## config.mk

```make
export PLATFORM = sky130hd
export DESIGN_NAME = nrsa_line_parser
export DESIGN_NICKNAME = d
export VERILOG_FILES = /design/src/rtl/core/nrsa_pkg.sv /design/src/rtl/core/nrsa_line_parser.sv
export SDC_FILE = /design/constraint.sdc
export NUM_CORES = 1
export LEC_CHECK = 0
export ABC_CLOCK_PERIOD_IN_PS = 11800
export BUFFER_PORTS_ARGS = -buffer_cell sky130_fd_sc_hd__buf_2
export CAP_MARGIN = 5
export CORE_MARGIN = 1.5
export CORE_UTILIZATION = 49
export DETAILED_ROUTE_END_ITERATION = 16
export MAX_ROUTING_LAYER = met4
export PLACE_DENSITY = 0.66
export SYNTH_ARGS = -nofsm -noshare
export SYNTH_HDL_FRONTEND = slang
export SYNTH_SLANG_ARGS = --single-unit
```

## constraint.sdc

```tcl
create_clock -name clk -period 11.8 [get_ports clk]
set_input_delay 1.18 -clock clk [delete_from_list [all_inputs] [get_ports clk]]
set_output_delay 1.18 -clock clk [all_outputs]
set_load 0.05 [all_outputs]
```

## src/rtl/core/nrsa_pkg.sv

```systemverilog
package nrsa_pkg;

    // ascii codes the parser looks for
    localparam logic [7:0] CHAR_DOLLAR = 8'h24;
    localparam logic [7:0] CHAR_COMMA  = 8'h2C;
    localparam logic [7:0] CHAR_DOT    = 8'h2E;
    localparam logic [7:0] CHAR_ZERO   = 8'h30;
    localparam logic [7:0] CHAR_NINE   = 8'h39;
    localparam logic [7:0] CHAR_UPPER_A = 8'h41;

    // "$GNRMC" header
    localparam int unsigned HEADER_LEN = 6;

    // field positions counted by commas, header is field 0
    localparam logic [3:0] FIELD_STATUS = 4'd2;
    localparam logic [3:0] FIELD_SPEED  = 4'd7;
    localparam logic [3:0] FIELD_MAX    = 4'd15;

    // speed parsing
    localparam int unsigned FRACTION_DIGITS = 3;
    localparam logic [19:0] MAX_MILLIKNOTS = 20'd999999;

    // knots to km/h: floor(mk * 1852 / 1000) = floor(floor(mk * 463 / 2) / 125)
    localparam logic [8:0]  KNOT_SCALE     = 9'd463;
    localparam logic [28:0] DIV125_RECIP   = 29'd274877907;  // ceil(2^35 / 125)
    localparam int unsigned DIV125_SHIFT   = 35;
    localparam int unsigned KMH_WIDTH      = 21;

    // result codes
    localparam logic OUTCOME_RMC      = 1'b0;
    localparam logic OUTCOME_OVERFLOW = 1'b1;

    localparam logic [1:0] CMD_NONE  = 2'd0;
    localparam logic [1:0] CMD_START = 2'd1;
    localparam logic [1:0] CMD_STOP  = 2'd2;

    // what one accepted byte hands to the conversion pipeline
    typedef struct packed {
        logic        hit;
        logic        outcome;
        logic        active;
        logic [19:0] milliknots;
    } parse_result_t;

    function automatic logic [7:0] header_byte(input logic [2:0] idx);
        logic [7:0] b;
        case (idx)
            3'd0:    b = 8'h24;  // $
            3'd1:    b = 8'h47;  // G
            3'd2:    b = 8'h4E;  // N
            3'd3:    b = 8'h52;  // R
            3'd4:    b = 8'h4D;  // M
            3'd5:    b = 8'h43;  // C
            default: b = 8'h00;
        endcase
        return b;
    endfunction

endpackage

```

## src/rtl/core/nrsa_line_parser.sv

```systemverilog
module nrsa_line_parser
    import nrsa_pkg::*;
#(
    parameter int LINE_BUFFER_BYTES = 256
)
(
    input  logic          clk,
    input  logic          rst_n,
    input  logic          accept,
    input  logic [7:0]    rx_byte,
    output parse_result_t result
);

    localparam int LEN_W = $clog2(LINE_BUFFER_BYTES);
    localparam logic [LEN_W-1:0] OVF_LEN = LEN_W'(LINE_BUFFER_BYTES - 1);
    localparam logic [LEN_W-1:0] HDR_LEN = LEN_W'(HEADER_LEN);

    logic [LEN_W-1:0] line_len_reg, line_len_next;
    logic             header_match_reg, header_match_next;
    logic [3:0]       field_reg, field_next;
    logic             field_started_reg, field_started_next;
    logic             status_a_reg, status_a_next;
    logic             speed_present_reg, speed_present_next;
    logic             digits_done_reg, digits_done_next;
    logic             in_fraction_reg, in_fraction_next;
    logic [1:0]       frac_digits_reg, frac_digits_next;
    logic [19:0]      mk_reg, mk_next;

    logic             overflow;
    logic             is_dollar;
    logic             is_digit;
    logic [3:0]       digit;
    logic [23:0]      acc;
    logic [9:0]       frac_weight;

    assign overflow  = (line_len_reg >= OVF_LEN);
    assign is_dollar = (rx_byte == CHAR_DOLLAR);
    assign is_digit  = (rx_byte >= CHAR_ZERO) && (rx_byte <= CHAR_NINE);
    assign digit     = 4'(rx_byte - CHAR_ZERO);

    always_comb
    begin
        case (frac_digits_reg)
            2'd0:    frac_weight = 10'd100;
            2'd1:    frac_weight = 10'd10;
            default: frac_weight = 10'd1;
        endcase
    end

    // one digit of the speed field: integer part shifts by ten, fraction adds by weight
    always_comb
    begin
        if (!in_fraction_reg)
        begin
            acc = {1'b0, mk_reg, 3'b000} + {3'b000, mk_reg, 1'b0} + 24'(digit) * 24'd1000;
        end
        else
        begin
            acc = 24'(mk_reg) + 24'(digit) * 24'(frac_weight);
        end
    end

    always_comb
    begin
        line_len_next      = line_len_reg;
        header_match_next  = header_match_reg;
        field_next         = field_reg;
        field_started_next = field_started_reg;
        status_a_next      = status_a_reg;
        speed_present_next = speed_present_reg;
        digits_done_next   = digits_done_reg;
        in_fraction_next   = in_fraction_reg;
        frac_digits_next   = frac_digits_reg;
        mk_next            = mk_reg;

        result.hit        = 1'b0;
        result.outcome    = OUTCOME_RMC;
        result.active     = speed_present_reg && status_a_reg;
        result.milliknots = speed_present_reg ? mk_reg : '0;

        if (accept)
        begin
            if (overflow)
            begin
                // line too long: drop the byte, clear the line
                result.hit         = 1'b1;
                result.outcome     = OUTCOME_OVERFLOW;
                result.active      = 1'b0;
                result.milliknots  = '0;
                line_len_next      = '0;
                header_match_next  = 1'b0;
                field_next         = '0;
                field_started_next = 1'b0;
                status_a_next      = 1'b0;
                speed_present_next = 1'b0;
                digits_done_next   = 1'b0;
                in_fraction_next   = 1'b0;
                frac_digits_next   = '0;
                mk_next            = '0;
            end
            else if (is_dollar)
            begin
                // closes the previous sentence and opens a new one
                result.hit         = header_match_reg && (line_len_reg >= HDR_LEN);
                line_len_next      = LEN_W'(1);
                header_match_next  = 1'b1;
                field_next         = '0;
                field_started_next = 1'b1;
                status_a_next      = 1'b0;
                speed_present_next = 1'b0;
                digits_done_next   = 1'b0;
                in_fraction_next   = 1'b0;
                frac_digits_next   = '0;
                mk_next            = '0;
            end
            else
            begin
                if (line_len_reg < HDR_LEN)
                begin
                    if (line_len_reg == '0)
                    begin
                        header_match_next = 1'b0;
                    end
                    else
                    begin
                        header_match_next = header_match_reg &&
                            (rx_byte == header_byte(line_len_reg[2:0]));
                    end
                end
                line_len_next = line_len_reg + LEN_W'(1);

                if (rx_byte == CHAR_COMMA)
                begin
                    if (field_reg != FIELD_MAX)
                    begin
                        field_next = field_reg + 4'd1;
                    end
                    field_started_next = 1'b0;
                end
                else
                begin
                    field_started_next = 1'b1;
                    if (field_reg == FIELD_STATUS && !field_started_reg)
                    begin
                        status_a_next = (rx_byte == CHAR_UPPER_A);
                    end
                    if (field_reg == FIELD_SPEED)
                    begin
                        speed_present_next = 1'b1;
                        if (!digits_done_reg)
                        begin
                            if (is_digit)
                            begin
                                if (!in_fraction_reg ||
                                    (32'(frac_digits_reg) < FRACTION_DIGITS &&
                                     frac_digits_reg != 2'd3))
                                begin
                                    mk_next = (acc > 24'(MAX_MILLIKNOTS)) ?
                                              MAX_MILLIKNOTS : acc[19:0];
                                end
                                if (in_fraction_reg && frac_digits_reg != 2'd3)
                                begin
                                    frac_digits_next = frac_digits_reg + 2'd1;
                                end
                            end
                            else if (rx_byte == CHAR_DOT && !in_fraction_reg)
                            begin
                                in_fraction_next = 1'b1;
                            end
                            else
                            begin
                                digits_done_next = 1'b1;
                            end
                        end
                    end
                end
            end
        end
    end

    always_ff @(posedge clk or negedge rst_n)
    begin
        if (!rst_n)
        begin
            line_len_reg      <= '0;
            header_match_reg  <= 1'b0;
            field_reg         <= '0;
            field_started_reg <= 1'b0;
            status_a_reg      <= 1'b0;
            speed_present_reg <= 1'b0;
            digits_done_reg   <= 1'b0;
            in_fraction_reg   <= 1'b0;
            frac_digits_reg   <= '0;
            mk_reg            <= '0;
        end
        else
        begin
            line_len_reg      <= line_len_next;
            header_match_reg  <= header_match_next;
            field_reg         <= field_next;
            field_started_reg <= field_started_next;
            status_a_reg      <= status_a_next;
            speed_present_reg <= speed_present_next;
            digits_done_reg   <= digits_done_next;
            in_fraction_reg   <= in_fraction_next;
            frac_digits_reg   <= frac_digits_next;
            mk_reg            <= mk_next;
        end
    end

endmodule

```

==> metrics.cfg <==
[global_route]
grt_first_pass_wirelength_mm=24.2
groute.usage.overall_pct=24.6
met1_usage_pct=35.4
met2_usage_pct=38.0
gr-max-usage-layer=met2
grt_pass1_vias=4753
grt_use_met3_pct=2.23
gr-total-overflow=0
antenna_found_initial=0
grt_max_degree=41

[logic_synthesis]
ys_seq_elements=40
synthMostInstantiatedCell=ha_1
synth_area_um2=5760
syn_area_per_cell_um2=8.49
yosys-top-cells-area=ha_1 18%, dfrtp_1 17%, fa_1 11%
synth_top_cell_by_area=ha_1
synth-seq-area-share_pct=17.4
synth_common_cells=84 x ha_1, 81 x inv_1, 60 x a21oi_1
yosysWarnings=0
yosys.area.top_type_share_pct=18.2
synth_nets=806
synth-async-reset-ratio_pct=100
syn_inst=678
synthFlopType=dfrtp_1
yosysUniqueCellTypes=69
synth-edff-count=0

[sta]
hold_viol_final=0
finClkSkew_ps=3.31
fin_crit_ps=6850
rsz0062_at_grt=false
setup_viol=0
fin_crit_sh_pct=58.1
hold_ws_ps=482
slew_headroom_pct=37.9
clock.fmax_mhz=146
tightest_slew_ps=932
tns_ps=0
slew_viol_final=0

[power_and_ir_drop]
power_uw=538
p_leak_nw=3.11
power.density_nw_per_um2=87.1
ir_drop_mv=0.0778

[detailed_routing]
detail-route-antenna-nets=0
first_iter_violations=329
drt-total-wl_mm=14.4
avgViaCountPerCell=5.89
drc=0
wl_per_cell_um=17.1
vias=4992
first_pass_iters=5

[clock_tree]
cts-hold-fix-buffers=0
htreeDepth=2
clock-sinks=40
clock_latency_ps=280
cts_tree=yes
path_clk_slew_ps=60
cts_max_path_buffers=2
cts_resized=0
cts_setup_buffers=0
cts_buffers=5
root_buffer=clkbuf_16

[worst_hold_path]
min_path_type=register to register

[setup_path]
worstPathRequired_ps=11970
crit_type=primary input to register
crit_fanout=18
cp-start-kind=primary input
arrival_ps=7020
ff2ff_setup_slack_ps=6370
end_kind=register

[floorplan]
core_um2=11400
fp-row-count=39
die_area_um2=12400
initial_core_util_pct=50.4
die_y_um=111
ios=34
fp.dieW_um=111

[finish]
antenna_cells=0
drive_above_1_share_pct=9.38
design_area_um2=6180
largest_reg_flops=20
nets=831
syn_to_final_growth_pct=7.28

[placed_design]
portBuffers=33
dp_hpwl_mm=11.5
place.gp.congestion=0.931
place_area_um2=6030

[status]
status=complete, no violations

[flow_run]
cap_violations=0

==> cell type report <==
cell class              instances  area (um^2)
fillers                      1094         5240
inverters                      85          319
well taps                     143          179
flip-flops and latches         40         1000
multi-input cells             536         4350
clock inverters                 2         10.0
repair buffers                 35          180
clock buffers                   6          139
==> through the flow <==
step / setup WS (ps) / utilization (%) / cells
floorplan: 5450 / - / 678
CTS: 4940 / 54.1 / 847
global placement: 4810 / 52.8 / 839
finish: 4950 / 54.1 / 847
detailed placement: 4660 / 52.8 / 839
global route: 4540 / 54.1 / 847
==> final timing paths <==
check                                               startpoint                       endpoint  cells after the start
worst max-delay path                                rx_byte[1]          mk_reg[7]$_DFFE_PN0P_                     23
worst min-delay path             field_started_reg$_DFFE_PN0P_  field_started_reg$_DFFE_PN0P_                      1
worst max register to register  frac_digits_reg[0]$_DFFE_PN0P_          mk_reg[7]$_DFFE_PN0P_                     18
worst min register to register   field_started_reg$_DFFE_PN0P_  field_started_reg$_DFFE_PN0P_                      1
max in group asynchronous                                rst_n          mk_reg[0]$_DFFE_PN0P_                      1
min in group asynchronous                                rst_n    line_len_reg[1]$_DFFE_PN0P_                      1
==> layer usage <==
layer / vias to the layer above / share of wire [%]
met5: - / 0
met4: 0 / 1.4
met3: 17 / 4.3
met2: 140 / 46
met1: 2400 / 48
li1: 2435 / -
==> cell families after synthesis <==
family	Yosys count	synth area share, %
simple gates	192	17.2
compound gates	172	19.8
fa+ha+maj	117	29.7
buf+inv	102	7.08
flops	40	17.4
xor+xnor	39	5.93
mux	16	2.91
==> report_power, final <==
group	internal (mW)	total (mW)	leakage [nW]	switching, mW
combinational	0.0958	0.238	2.50	0.142
sequential	0.148	0.167	0.533	0.0186
clock	0.0832	0.134	0.0766	0.0508
==> critical path: stages <==
cell and delay [ps]:
buf_2 180, fa_1 650, inv_1 80, fa_1 500, inv_1 40, ha_1 320
a21oi_1 220, o21bai_1 80, a21oi_1 220, o21ai_0 110, a21oi_1 180, xnor2_1 240
fa_1 490, ha_1 370, and3_4 210, and3_1 190, nand2_1 80, o211ai_2 140
or4b_1 480, and4_1 210, a31oi_4 450, a211oi_1 160, a22o_1 230
==> cell usage in the layout (no fill, tap or decap), types with 25 or more instances in the layout <==
master	netlist	final
nand2_1	54	54
o21ai_0	39	39
nor2_1	31	31
buf_2	4	33
nor3_1	27	27
and3_1	25	25
ha_1	84	84
dfrtp_1	40	40
a21oi_1	60	60
fa_1	33	33
inv_1	81	81
Note: power is estimated with default switching activity, not from simulation.
